$ cat src/pwm_input_capture_measure_defines.svh
// Assertion macros shared by the PWM capture measurement RTL.
`ifndef PWM_INPUT_CAPTURE_MEASURE_DEFINES_SVH
`define PWM_INPUT_CAPTURE_MEASURE_DEFINES_SVH

`ifndef ASSERT_OFF

`define ASSERT_IMPLIES(name, clk, rst_n, pre, post) \
    name: assert property (@(posedge clk) disable iff (!rst_n) (pre) |-> (post)) \
        else $error("assertion failed");

`define ASSERT_NEXT(name, clk, rst_n, pre, post) \
    name: assert property (@(posedge clk) disable iff (!rst_n) (pre) |=> (post)) \
        else $error("assertion failed");

`else

`define ASSERT_IMPLIES(name, clk, rst_n, pre, post)

`define ASSERT_NEXT(name, clk, rst_n, pre, post)

`endif

`endif

$ cat src/pimc_pkg.sv
// Types and constants of the PWM capture measurement block.
`timescale 1ns / 1ps

package pimc_pkg;

    localparam int TICK_W     = 7;
    localparam int READY_W    = 8;
    localparam int PERIOD_W   = 30;
    localparam int DUTY_W     = 7;
    localparam int COUNT_W    = 8;
    localparam int CFG_IDX_W  = 1;
    localparam int CFG_DATA_W = 8;
    localparam int STEP_W     = $clog2(TICK_W);

    // One result item: measurement_valid travels in tuser, the rest in tdata.
    localparam int OUT_BITS   = PERIOD_W + DUTY_W + 1 + COUNT_W + 1 + 1;
    localparam int OUT_DATA_W = ((OUT_BITS + 7) / 8) * 8;

    localparam logic [CFG_IDX_W-1:0] CFG_TICK_US     = 1'd0;
    localparam logic [CFG_IDX_W-1:0] CFG_READY_AFTER = 1'd1;

    localparam logic [TICK_W-1:0]  TICK_RESET  = 7'd4;
    localparam logic [READY_W-1:0] READY_RESET = 8'd5;

    localparam logic CMD_CAPTURE  = 1'b0;
    localparam logic CMD_OVERFLOW = 1'b1;

    localparam logic [1:0] EDGE_FIRST  = 2'd0;
    localparam logic [1:0] EDGE_SECOND = 2'd1;
    localparam logic [1:0] EDGE_FALL   = 2'd2;

    localparam logic [DUTY_W-1:0]  DUTY_FULL = 7'd100;
    localparam logic [COUNT_W-1:0] COUNT_MAX = 8'd255;
    localparam logic [STEP_W-1:0]  STEP_LAST = STEP_W'(TICK_W - 1);

    // Operations of the shared add/subtract unit.
    localparam logic [2:0] OP_IDLE   = 3'd0;
    localparam logic [2:0] OP_PER    = 3'd1;
    localparam logic [2:0] OP_ON     = 3'd2;
    localparam logic [2:0] OP_MUL    = 3'd3;
    localparam logic [2:0] OP_CMP    = 3'd4;
    localparam logic [2:0] OP_SCALE1 = 3'd5;
    localparam logic [2:0] OP_SCALE2 = 3'd6;
    localparam logic [2:0] OP_DIV    = 3'd7;

    typedef struct packed {
        logic [2:0]        op;
        logic [STEP_W-1:0] bit_idx;
    } pimc_ctl_t;

endpackage

$ cat src/pwm_input_capture_measure.sv
// PWM period and duty measurement from timer capture and overflow events.
// Overflow and rising-edge items go straight to S_DONE; a falling edge first has the
// shared add/subtract unit run two differences, 7 shift-add steps, a compare, two
// scale steps and 7 divide steps. S_DONE registers the result once the output is free.
// One item at a time: s_tready is low until then; a stalled result holds the input.
// Reset clears the control and edge tracking state; tick_us returns to 4, ready_after to 5.
`timescale 1ns / 1ps

`include "pwm_input_capture_measure_defines.svh"

module pwm_input_capture_measure
    import pimc_pkg::*;
#(
    parameter int CAPTURE_BITS  = 16,
    parameter int OVERFLOW_BITS = 8,
    localparam int IN_DATA_W    = ((CAPTURE_BITS + 7) / 8) * 8
) (
    input  logic                  clk,
    input  logic                  rst_n,
    input  logic                  s_tvalid,
    output logic                  s_tready,
    input  logic [IN_DATA_W-1:0]  s_tdata,   // capture_value
    input  logic [0:0]            s_tuser,   // command
    output logic                  m_tvalid,
    input  logic                  m_tready,
    // period_us, duty_percent, zero_period, measurements_done, ready_res,
    // capture_falling_next
    output logic [OUT_DATA_W-1:0] m_tdata,
    output logic [0:0]            m_tuser,   // measurement_valid
    input  logic                  cfg_we,
    input  logic [CFG_IDX_W-1:0]  cfg_addr,
    input  logic [CFG_DATA_W-1:0] cfg_wdata
);

    localparam int SW = CAPTURE_BITS + OVERFLOW_BITS;

    logic [TICK_W-1:0]        tick_reg;
    logic [READY_W-1:0]       ready_after_reg;
    logic [1:0]               edge_reg;
    logic [OVERFLOW_BITS-1:0] ovf_reg;
    logic [SW-1:0]            first_reg;
    logic [SW-1:0]            second_reg;
    logic [SW-1:0]            fall_reg;
    logic [COUNT_W-1:0]       count_reg;
    logic                     meas_reg;

    logic                     m_tvalid_reg;
    logic                     out_valid_reg;
    logic [PERIOD_W-1:0]      out_period_reg;
    logic [DUTY_W-1:0]        out_duty_reg;
    logic                     out_zero_reg;
    logic [COUNT_W-1:0]       out_count_reg;
    logic                     out_ready_reg;
    logic                     out_falling_reg;

    logic                     accept;
    logic                     is_fall;
    logic [SW-1:0]            stamp;
    logic                     busy;
    logic                     done;
    logic                     out_free;
    pimc_ctl_t                ctl;
    logic [PERIOD_W-1:0]      dp_period;
    logic [DUTY_W-1:0]        dp_duty;
    logic                     dp_zero;

    assign accept   = s_tvalid && s_tready;
    assign s_tready = !busy;
    assign is_fall  = (s_tuser[0] == CMD_CAPTURE) && (edge_reg == EDGE_FALL);
    assign stamp    = {ovf_reg, s_tdata[CAPTURE_BITS-1:0]};
    assign out_free = !m_tvalid_reg || m_tready;

    pimc_seq u_seq (
        .clk      (clk),
        .rst_n    (rst_n),
        .start    (accept),
        .meas     (is_fall),
        .out_free (out_free),
        .ctl      (ctl),
        .busy     (busy),
        .done     (done)
    );

    pimc_dp #(
        .STAMP_BITS(SW)
    ) u_dp (
        .clk          (clk),
        .ctl          (ctl),
        .tick_us      (tick_reg),
        .first_stamp  (first_reg),
        .second_stamp (second_reg),
        .fall_stamp   (fall_reg),
        .period_us    (dp_period),
        .duty_percent (dp_duty),
        .zero_period  (dp_zero)
    );

    always_ff @(posedge clk or negedge rst_n)
    begin
        if (!rst_n)
        begin
            tick_reg        <= TICK_RESET;
            ready_after_reg <= READY_RESET;
        end
        else if (cfg_we)
        begin
            unique case (cfg_addr)
                CFG_TICK_US:     tick_reg        <= cfg_wdata[TICK_W-1:0];
                CFG_READY_AFTER: ready_after_reg <= cfg_wdata[READY_W-1:0];
            endcase
        end
    end

    // Edge tracking and timestamp state, updated at the input transfer.
    always_ff @(posedge clk or negedge rst_n)
    begin
        if (!rst_n)
        begin
            edge_reg   <= EDGE_FIRST;
            ovf_reg    <= '0;
            first_reg  <= '0;
            second_reg <= '0;
            count_reg  <= '0;
            meas_reg   <= 1'b0;
        end
        else if (accept)
        begin
            meas_reg <= is_fall;
            if (s_tuser[0] == CMD_OVERFLOW)
            begin
                ovf_reg <= ovf_reg + 1'b1;
            end
            else
            begin
                unique case (edge_reg)
                    EDGE_SECOND:
                    begin
                        second_reg <= stamp;
                        edge_reg   <= EDGE_FALL;
                    end
                    EDGE_FALL:
                    begin
                        if (count_reg != COUNT_MAX)
                        begin
                            count_reg <= count_reg + 1'b1;
                        end
                        ovf_reg  <= '0;
                        edge_reg <= EDGE_FIRST;
                    end
                    default:
                    begin
                        first_reg <= stamp;
                        edge_reg  <= EDGE_SECOND;
                    end
                endcase
            end
        end
    end

    always_ff @(posedge clk)
    begin
        if (accept && is_fall)
        begin
            fall_reg <= stamp;
        end
    end

    always_ff @(posedge clk or negedge rst_n)
    begin
        if (!rst_n)
        begin
            m_tvalid_reg <= 1'b0;
        end
        else if (done)
        begin
            m_tvalid_reg <= 1'b1;
        end
        else if (m_tready)
        begin
            m_tvalid_reg <= 1'b0;
        end
    end

    always_ff @(posedge clk)
    begin
        if (done)
        begin
            out_valid_reg   <= meas_reg;
            out_period_reg  <= meas_reg ? dp_period : '0;
            out_duty_reg    <= meas_reg ? dp_duty : '0;
            out_zero_reg    <= meas_reg && dp_zero;
            out_count_reg   <= count_reg;
            out_ready_reg   <= (count_reg >= ready_after_reg);
            out_falling_reg <= (edge_reg == EDGE_FALL);
        end
    end

    assign m_tvalid = m_tvalid_reg;
    assign m_tuser  = out_valid_reg;
    assign m_tdata  = OUT_DATA_W'({out_falling_reg, out_ready_reg, out_count_reg,
                                   out_zero_reg, out_duty_reg, out_period_reg});

    `ASSERT_IMPLIES(a_no_meas_zero, clk, rst_n, m_tvalid && !m_tuser[0],
                    out_period_reg == '0 && out_duty_reg == '0 && !out_zero_reg)

    `ASSERT_IMPLIES(a_duty_range, clk, rst_n, m_tvalid,
                    out_duty_reg <= DUTY_FULL && (!out_zero_reg || out_duty_reg == '0))

    `ASSERT_NEXT(a_fall_clears, clk, rst_n, accept && is_fall,
                 edge_reg == EDGE_FIRST && ovf_reg == '0 && busy)

endmodule

$ cat src/pimc_alu.sv
// Shared add/subtract unit with carry out.
`timescale 1ns / 1ps

module pimc_alu #(
    parameter int W = 31
) (
    input  logic [W-1:0] a,
    input  logic [W-1:0] b,
    input  logic         sub,
    output logic [W-1:0] sum,
    output logic         carry
);

    logic [W-1:0] b_eff;
    logic [W:0]   total;

    assign b_eff = sub ? ~b : b;
    assign total = {1'b0, a} + {1'b0, b_eff} + {{W{1'b0}}, sub};
    assign sum   = total[W-1:0];
    // On a subtract, carry set means a >= b.
    assign carry = total[W];

endmodule

$ cat src/pimc_seq.sv
// Sequencer that steps the shared unit through one measurement.
`timescale 1ns / 1ps

module pimc_seq
    import pimc_pkg::*;
(
    input  logic      clk,
    input  logic      rst_n,
    input  logic      start,
    input  logic      meas,
    input  logic      out_free,
    output pimc_ctl_t ctl,
    output logic      busy,
    output logic      done
);

    localparam logic [3:0] S_IDLE   = 4'd0;
    localparam logic [3:0] S_PER    = 4'd1;
    localparam logic [3:0] S_ON     = 4'd2;
    localparam logic [3:0] S_MUL    = 4'd3;
    localparam logic [3:0] S_CMP    = 4'd4;
    localparam logic [3:0] S_SCALE1 = 4'd5;
    localparam logic [3:0] S_SCALE2 = 4'd6;
    localparam logic [3:0] S_DIV    = 4'd7;
    localparam logic [3:0] S_DONE   = 4'd8;

    logic [3:0]        state_reg;
    logic [3:0]        state_next;
    logic [STEP_W-1:0] cnt_reg;
    logic [STEP_W-1:0] cnt_next;

    always_comb
    begin
        state_next = state_reg;
        cnt_next   = cnt_reg;
        unique case (state_reg)
            S_IDLE:
            begin
                if (start)
                begin
                    state_next = meas ? S_PER : S_DONE;
                end
            end
            S_PER:    state_next = S_ON;
            S_ON:
            begin
                state_next = S_MUL;
                cnt_next   = STEP_LAST;
            end
            S_MUL:
            begin
                if (cnt_reg == '0)
                begin
                    state_next = S_CMP;
                end
                else
                begin
                    cnt_next = cnt_reg - 1'b1;
                end
            end
            S_CMP:    state_next = S_SCALE1;
            S_SCALE1: state_next = S_SCALE2;
            S_SCALE2:
            begin
                state_next = S_DIV;
                cnt_next   = STEP_LAST;
            end
            S_DIV:
            begin
                if (cnt_reg == '0)
                begin
                    state_next = S_DONE;
                end
                else
                begin
                    cnt_next = cnt_reg - 1'b1;
                end
            end
            S_DONE:
            begin
                if (out_free)
                begin
                    state_next = S_IDLE;
                end
            end
            default:  state_next = S_IDLE;
        endcase
    end

    always_ff @(posedge clk or negedge rst_n)
    begin
        if (!rst_n)
        begin
            state_reg <= S_IDLE;
            cnt_reg   <= '0;
        end
        else
        begin
            state_reg <= state_next;
            cnt_reg   <= cnt_next;
        end
    end

    always_comb
    begin
        ctl.bit_idx = cnt_reg;
        unique case (state_reg)
            S_PER:    ctl.op = OP_PER;
            S_ON:     ctl.op = OP_ON;
            S_MUL:    ctl.op = OP_MUL;
            S_CMP:    ctl.op = OP_CMP;
            S_SCALE1: ctl.op = OP_SCALE1;
            S_SCALE2: ctl.op = OP_SCALE2;
            S_DIV:    ctl.op = OP_DIV;
            default:  ctl.op = OP_IDLE;
        endcase
    end

    assign busy = (state_reg != S_IDLE);
    assign done = (state_reg == S_DONE) && out_free;

endmodule

$ cat src/pimc_dp.sv
// Measurement datapath: tick differences, period product and duty division.
`timescale 1ns / 1ps

module pimc_dp
    import pimc_pkg::*;
#(
    parameter int STAMP_BITS = 24
) (
    input  logic                  clk,
    input  pimc_ctl_t             ctl,
    input  logic [TICK_W-1:0]     tick_us,
    input  logic [STAMP_BITS-1:0] first_stamp,
    input  logic [STAMP_BITS-1:0] second_stamp,
    input  logic [STAMP_BITS-1:0] fall_stamp,
    output logic [PERIOD_W-1:0]   period_us,
    output logic [DUTY_W-1:0]     duty_percent,
    output logic                  zero_period
);

    localparam int SW = STAMP_BITS;
    localparam int PW = SW + TICK_W;
    localparam int XW = PW + PERIOD_W;

    logic [SW-1:0]     per_reg;
    logic [SW-1:0]     on_reg;
    logic [PW-1:0]     acc_reg;
    logic [PW-1:0]     num_reg;
    logic [DUTY_W-1:0] q_reg;
    logic              sat_reg;

    logic [PW-1:0] alu_a;
    logic [PW-1:0] alu_b;
    logic          alu_sub;
    logic [PW-1:0] alu_sum;
    logic          alu_carry;
    logic [XW-1:0] prod_x;

    pimc_alu #(
        .W(PW)
    ) u_alu (
        .a     (alu_a),
        .b     (alu_b),
        .sub   (alu_sub),
        .sum   (alu_sum),
        .carry (alu_carry)
    );

    always_comb
    begin
        unique case (ctl.op)
            OP_PER:
            begin
                alu_a   = PW'(second_stamp);
                alu_b   = PW'(first_stamp);
                alu_sub = 1'b1;
            end
            OP_ON:
            begin
                alu_a   = PW'(fall_stamp);
                alu_b   = PW'(second_stamp);
                alu_sub = 1'b1;
            end
            OP_MUL:
            begin
                // Shift-add over tick_us, most significant bit first.
                alu_a   = {acc_reg[PW-2:0], 1'b0};
                alu_b   = tick_us[ctl.bit_idx] ? PW'(per_reg) : '0;
                alu_sub = 1'b0;
            end
            OP_CMP:
            begin
                alu_a   = PW'(on_reg);
                alu_b   = PW'(per_reg);
                alu_sub = 1'b1;
            end
            OP_SCALE1:
            begin
                // On time times 100 is built as 64x + 32x + 4x.
                alu_a   = PW'(on_reg) << 6;
                alu_b   = PW'(on_reg) << 5;
                alu_sub = 1'b0;
            end
            OP_SCALE2:
            begin
                alu_a   = num_reg;
                alu_b   = PW'(on_reg) << 2;
                alu_sub = 1'b0;
            end
            OP_DIV:
            begin
                alu_a   = num_reg;
                alu_b   = PW'(per_reg) << ctl.bit_idx;
                alu_sub = 1'b1;
            end
            OP_IDLE:
            begin
                alu_a   = '0;
                alu_b   = '0;
                alu_sub = 1'b0;
            end
        endcase
    end

    always_ff @(posedge clk)
    begin
        unique case (ctl.op)
            OP_PER:    per_reg <= alu_sum[SW-1:0];
            OP_ON:
            begin
                on_reg  <= alu_sum[SW-1:0];
                acc_reg <= '0;
            end
            OP_MUL:    acc_reg <= alu_sum;
            // The duty ratio is independent of tick_us, and an on time of at
            // least the period saturates it, which keeps the quotient in 7 bits.
            OP_CMP:    sat_reg <= alu_carry;
            OP_SCALE1: num_reg <= alu_sum;
            OP_SCALE2:
            begin
                num_reg <= alu_sum;
                q_reg   <= '0;
            end
            OP_DIV:
            begin
                if (alu_carry)
                begin
                    num_reg            <= alu_sum;
                    q_reg[ctl.bit_idx] <= 1'b1;
                end
            end
            OP_IDLE:
            begin
            end
        endcase
    end

    assign prod_x       = XW'(acc_reg);
    assign zero_period  = (acc_reg == '0);
    assign period_us    = (|prod_x[XW-1:PERIOD_W]) ? '1 : prod_x[PERIOD_W-1:0];
    assign duty_percent = zero_period ? '0 : (sat_reg ? DUTY_FULL : q_reg);

endmodule
$ cat config.mk
export PLATFORM = sky130hd
export DESIGN_NAME = pwm_input_capture_measure
export DESIGN_NICKNAME = d
export VERILOG_FILES = /design/src/pimc_pkg.sv /design/src/pwm_input_capture_measure.sv /design/src/pimc_alu.sv /design/src/pimc_seq.sv /design/src/pimc_dp.sv
export VERILOG_INCLUDE_DIRS = /design/src /design/src/src
export SDC_FILE = /design/constraint.sdc
export NUM_CORES = 1
export LEC_CHECK = 0
export BUFFER_PORTS_ARGS = -buffer_cell sky130_fd_sc_hd__buf_2
export CORE_MARGIN = 2
export CORE_UTILIZATION = 25
export DETAILED_ROUTE_END_ITERATION = 6
export GPL_TIMING_DRIVEN = 0
export PLACE_DENSITY = 0.37
export SYNTH_ARGS = -nofsm -noshare
export SYNTH_HDL_FRONTEND = slang
export SYNTH_SLANG_ARGS = --single-unit
$ cat constraint.sdc
create_clock -name clk -period 9.9 [get_ports clk]
set_input_delay 1.485 -clock clk [delete_from_list [all_inputs] [get_ports clk]]
set_output_delay 1.485 -clock clk [all_outputs]
set_load 0.1 [all_outputs]
Yosys cells after proc, flatten, opt, wreduce, memory -nomap -nowiden --
Index checks and enable logic that the tools add are counted.
Storage, ports and cells: word-level logic and storage cells 135, register bits 281, bits of input ports 31, output and inout port bits 51
Operators by class: reductions and logical operators 40, eq/ne operators 24, shift operators 1, $add $sub $neg 5, bitwise logic cells 6, multiplexer cells 30, magnitude comparators 3
Operators by type and width (number):
- $pmux 31 s8 | 1
- $pmux 31 s7 | 1
- $pmux 31 s2 | 2
- $mux 31 | 2
- $pmux 4 s9 | 1
- $add 31x31->32 | 1
- $add 32x1->32 | 1
- $logic_not 31->1 | 1
- $not 31->31 | 1
- $shl 24x3->31 | 1
- $mux 30 | 1
- $mux 24 | 1
- $pmux 3 s7 | 1
- $mux 4 | 5
- $add 8x1->8 const B | 2
- $eq 4x3->1 const B | 4
- $mux 8 | 2
- $mux 7 | 2
- $pmux 7 s2 | 1
- $reduce_and 2->1 | 7
- $eq 3x3->1 const B | 4
- $reduce_bool 2->1 | 6
- $reduce_or 2->1 | 6
- $eq 4x2->1 const B | 2
- 32 further kinds | 53

Depth between registers and ports, before layout --
depth in word-level cells 10, gate-level depth with buffers 20, gate-level depth less buffers 17

By module --
A second synthesis with hierarchy kept.
Second synthesis, totals: cell total of the unflattened synthesis 1433, area, all modules 16005.4 sq um
By module, submodules not included:
- pimc_dp | instances 1, area each 7392.1 sq um, cells each 721, seq. area each 3543.4 sq um
- pwm_input_capture_measure | instances 1, area each 6157.2 sq um, cells each 377, seq. area each 4272.8 sq um
- pimc_alu | instances 1, area each 2019.4 sq um, cells each 292, seq. area each 0.0 sq um
- pimc_seq | instances 1, area each 436.7 sq um, cells each 43, seq. area each 175.2 sq um

Worst setup path after synthesis --
OpenSTA, ideal clock, no wires.
kind reg2reg, start register u_seq.state_reg[2], end register u_dp.num_reg[0] (enable), setup slack 4575 ps, cell stages (with the launch flop) 20, data required time 9510 ps, library setup time 390 ps, path buffers 3, period minus slack after synthesis 5325 ps, arrival time 4936 ps, cells stage by stage dfrtp_1 -> buf_6 -> or4b_4 -> inv_2 -> clkbuf_1 -> a21oi_1 -> a21boi_0 -> o2111ai_1 -> o21ai_0 -> xnor2_1 -> ha_1 -> clkbuf_1 -> nand2_1 -> o211a_1 -> o21bai_1 -> nand3_1 -> a31oi_1 -> o21ai_1 -> a21oi_1 -> o21a_1
On the way: word-level cells in the longest chain between the ends 10, elaborated cells on any way between the ends 30, classes of those cells add/sub (2); eq/ne (15); mux (5); bitwise (1); reduce/logical (7)
RTL lines:
- start: declaration | RTL line pimc_seq.sv:27 | logic [3:0] state_reg;
- start signal: assignment | RTL line pimc_seq.sv:99 | state_reg <= state_next;
- $eq 4x3->1, or another cell as far along | RTL line pimc_seq.sv:107 | unique case (state_reg)
- $pmux 3 s7 * | RTL line pimc_seq.sv:107
- $eq 3x2->1, or another cell as far along | RTL line pimc_dp.sv:50 | unique case (ctl.op)
- $reduce_or 4->1 (no line) or $pmux 31 s8 (tied branches)
- $pmux 1 s2 or $not 31->31 (tied branches) | RTL line pimc_dp.sv:50, pimc_alu.sv:17
- $mux 31 | RTL line pimc_alu.sv:17 | assign b_eff = sub ? ~b : b;
- $add 31x31->32 | RTL line pimc_alu.sv:18 | assign total = {1'b0, a} + {1'b0, b_eff} + {{W{1'b0}}, sub};
- $add 32x1->32 * | RTL line pimc_alu.sv:18
- via u_dp.alu_carry | RTL line pimc_dp.sv:35 | logic alu_carry;
- $ne 2x2->1 (no line) *
- $reduce_and 2->1 (no line) *
- end signal: assignment | RTL line pimc_dp.sv:117 | OP_SCALE1: num_reg <= alu_sum;
- end signal: assignment | RTL line pimc_dp.sv:120 | num_reg <= alu_sum;
- end signal: assignment | RTL line pimc_dp.sv:127 | num_reg <= alu_sum;
- end: declaration | RTL line pimc_dp.sv:27 | logic [PW-1:0] num_reg;
The timed path passes the listed nets; every way through them passes the cells marked *. A chain may end at the register's enable or synchronous reset.

Final worst setup path --
start register u_seq.state_reg[1], end register u_dp.num_reg[14] (enable)
The elaborated chain is that of the path after synthesis.

==> reports/qor.txt <==
hold slack - 0.5033 ns
core box area - 0.05924 sq mm
DRC errors left - 0
final setup TNS - 0 ns
fin. max-slew vios - 0
Critical Path Max Stage Delay - 1.00 ns
postcts setup bufs - 0
WHS Endpoint - ready_after_reg[5]$_DFFE_PN0P_
number of nets in the layout - 1531
critical path's top delay family - compound AO/OA/AOI/OAI gates
largest fanout on the critical path - 19
Post-synth EDFFs - 191
grt ovf - 0
unrepaired setup endpoints after global routing - false
antenna violations before repair - 0
PostCTS Resize Cnt - 0
Cell Area, Synth - 0.01506 sq mm
status - finished clean
highest achievable clock rate - 140.5 MHz
R2R Setup Slk - 2.78 ns
DRT iter0 DRCs - 879
Setup CP Type - reg -> reg
total clock sinks - 281
starting density of the core - 25.43%
R2R depth - 20
fill count - 6183
Avg Synthesized Cell Area - 11.35 sq um
Synth warnings - 0
Seq cells post-synth - 281
total number of vias - 11345
I/O pin total - 82
period utilization - 71.88%
Min-Delay Path Class - reg -> reg
CTS root buf - clkbuf_16
cts bufs inserted - 36
most frequent cells in the layout - 191 x edfxtp_1, 150 x nor2_1, 106 x nand2_1
GRT Util Overall - 18.27%
HP Start - ready_after_reg[5]$_DFFE_PN0P_
die height - 249.5 um
Final min period - 7.116 ns
vias in the first global route - 11412
commonest non-fill, non-tap cell in the layout - edfxtp_1
clock-pin slew on the worst setup and hold paths - 0.06 ns
Crit-path slowest cell - nor3_1
Syn Inst Count - 1327
Pre-antenna DRT Iters - 5
DP Wirelength - 43820 um
largest net degree at the start of global routing - 59
ANT nets after route - 0
clk buf depth - 3
synth unique cells - 78
critical path data required time - 10.16 ns
antenna cell count - 0
leading register cell type out of synthesis - edfxtp_1
Layout Cell Area excl Fill - 0.01782 sq mm
ys async rst share - 32.03%
sequential share of the synthesized area - 53.05%
Die ar. - 0.06224 sq mm
clock latency on the worst-skew pair - 0.56 ns
FF-to-FF End - u_dp.num_reg[14]$_DFFE_PP_
Final Hold Vio Count - 0
Net Count, Synth - 1403
final setup fails - 0
Via density - 5.031
first-pass GRT wire length - 82490 um
worst slew pin tran - 1.234 ns
Crit. End Element - flip-flop
Startpoint Class - flip-flop
clk_skew - 0.02723 ns
WL final - 56950 um
TritonCTS clock tree - done
Worst Hold Depth - 1
hold_buf cts - 0
GP Congestion - 0.8954
Worst slew margin - 17.07%
Buffers on Ports - 81
Critical path buffers and inverters - 6
num rows - 89
crit path DAT - 7.38 ns
layout overhead on the synthesized area - 18.27%
Placement Cell Area - 0.01663 sq mm
layout cells sized above 1 - 17.95%
Die Span X - 249.5 um
Routed WL per cell - 25.26 um
FF-to-FF Start - u_seq.state_reg[1]$_DFFE_PN0P_
H-tree depth - 2
crit path cell chain - buf_2, buf_2, inv_1, nor3_1, clkbuf_1, a21boi_0, o2111ai_1, o21ai_0, xnor2_1, ha_1, clkbuf_1, nand2_1, o211a_1, o21bai_1, nand3_1, a31oi_1, o21ai_1, a21oi_1, o21a_2, buf_12
maxcap violations - 0
-- final cells by class --
class / instances / area, sq um / share of cell area [%]
tap: 773 / 967.2 / 5.428
clock buffer: 54 / 1050 / 5.892
multi-input combinational: 940 / 6646 / 37.30
clock inverter: 11 / 138.9 / 0.7795
timing repair buffer: 90 / 573.1 / 3.216
sequential: 281 / 7991 / 44.85
inverter: 30 / 115.1 / 0.6461
buffer: 76 / 335.3 / 1.882
-- per-layer routing --
layer	wire [um]	vias to the layer above	part of all wire [%]	GRT usage, %
met1	26340	5718	46	24.68
met2	26120	321	46	29.39
li1	-	5231	-	-
met4	1445	0	2.5	5.491
met5	0	-	0	0
met3	3050	75	5.4	3.786
-- stage by stage --
step	std cells	worst slack (ns)	util, %
after floorplan	1327	4.575	-
after global placement	2181	1.358	27.75
final	2255	2.784	30.08
after detailed placement	2190	3.015	28.07
after global routing	2255	2.601	30.08
after CTS	2255	3.006	30.08
-- cell families after synthesis --
kind of cell               synth area share (%)
AOI/OAI and AO/OA                         14.84
muxes                                     9.311
adders and majority gates                 3.787
and+or+nand+nor                           12.38
buffers and inverters                     2.973
DFF                                       53.05
xor gates and xnor gates                  3.663
-- synthesized netlist by cell type (all sizes together), types with 4 or more instances --
library cell	number	share of area (%)
a221o	4	0.27
nor2b	6	0.25
mux2i	31	2.1
nand2	106	2.6
or3	5	0.21
xnor2	47	2.7
a211oi	7	0.35
nand2b	8	0.33
o2111ai	22	1.3
nor3	17	0.56
and2	31	1.3
mux2	65	4.9
nand4	13	0.54
o21a	4	0.21
and3	9	0.37
ha	44	3.7
o211ai	7	0.38
nand3	14	0.47
a31oi	30	1.3
inv	30	0.76
buf	24	0.91
edfxtp	191	38
nor4	9	0.47
xor2	16	0.93
mux4	16	2.4
nor2	155	4.0
o21ai	53	1.8
a21o	24	1.2
dfrtp	87	14
a21oi	66	2.2
and4	4	0.23
or2	4	0.17
a21boi	20	1.0
o21bai	10	0.57
o31ai	6	0.33
clkbuf	52	1.3
a22oi	52	2.6
-- worst max-delay path by stage --
stage / from / end / slack [ns] / cells past startpoint
after CTS: u_seq.state_reg[1]$_DFFE_PN0P_ / u_dp.num_reg[14]$_DFFE_PP_ / 3.01 / 20
after detailed placement: u_seq.state_reg[1]$_DFFE_PN0P_ / u_dp.num_reg[13]$_DFFE_PP_ / 3.02 / 20
after global placement: u_seq.state_reg[1]$_DFFE_PN0P_ / u_dp.num_reg[12]$_DFFE_PP_ / 1.36 / 19
after floorplan: u_seq.state_reg[2]$_DFFE_PN0P_ / u_dp.num_reg[0]$_DFFE_PP_ / 4.57 / 19
final: u_seq.state_reg[1]$_DFFE_PN0P_ / u_dp.num_reg[14]$_DFFE_PP_ / 2.78 / 20
after global routing: u_seq.state_reg[1]$_DFFE_PN0P_ / u_dp.num_reg[14]$_DFFE_PP_ / 2.60 / 20
Power is left out: the tool's default activity adds up to more than one toggle a clock period on the data nets, which glitch-free logic cannot reach.
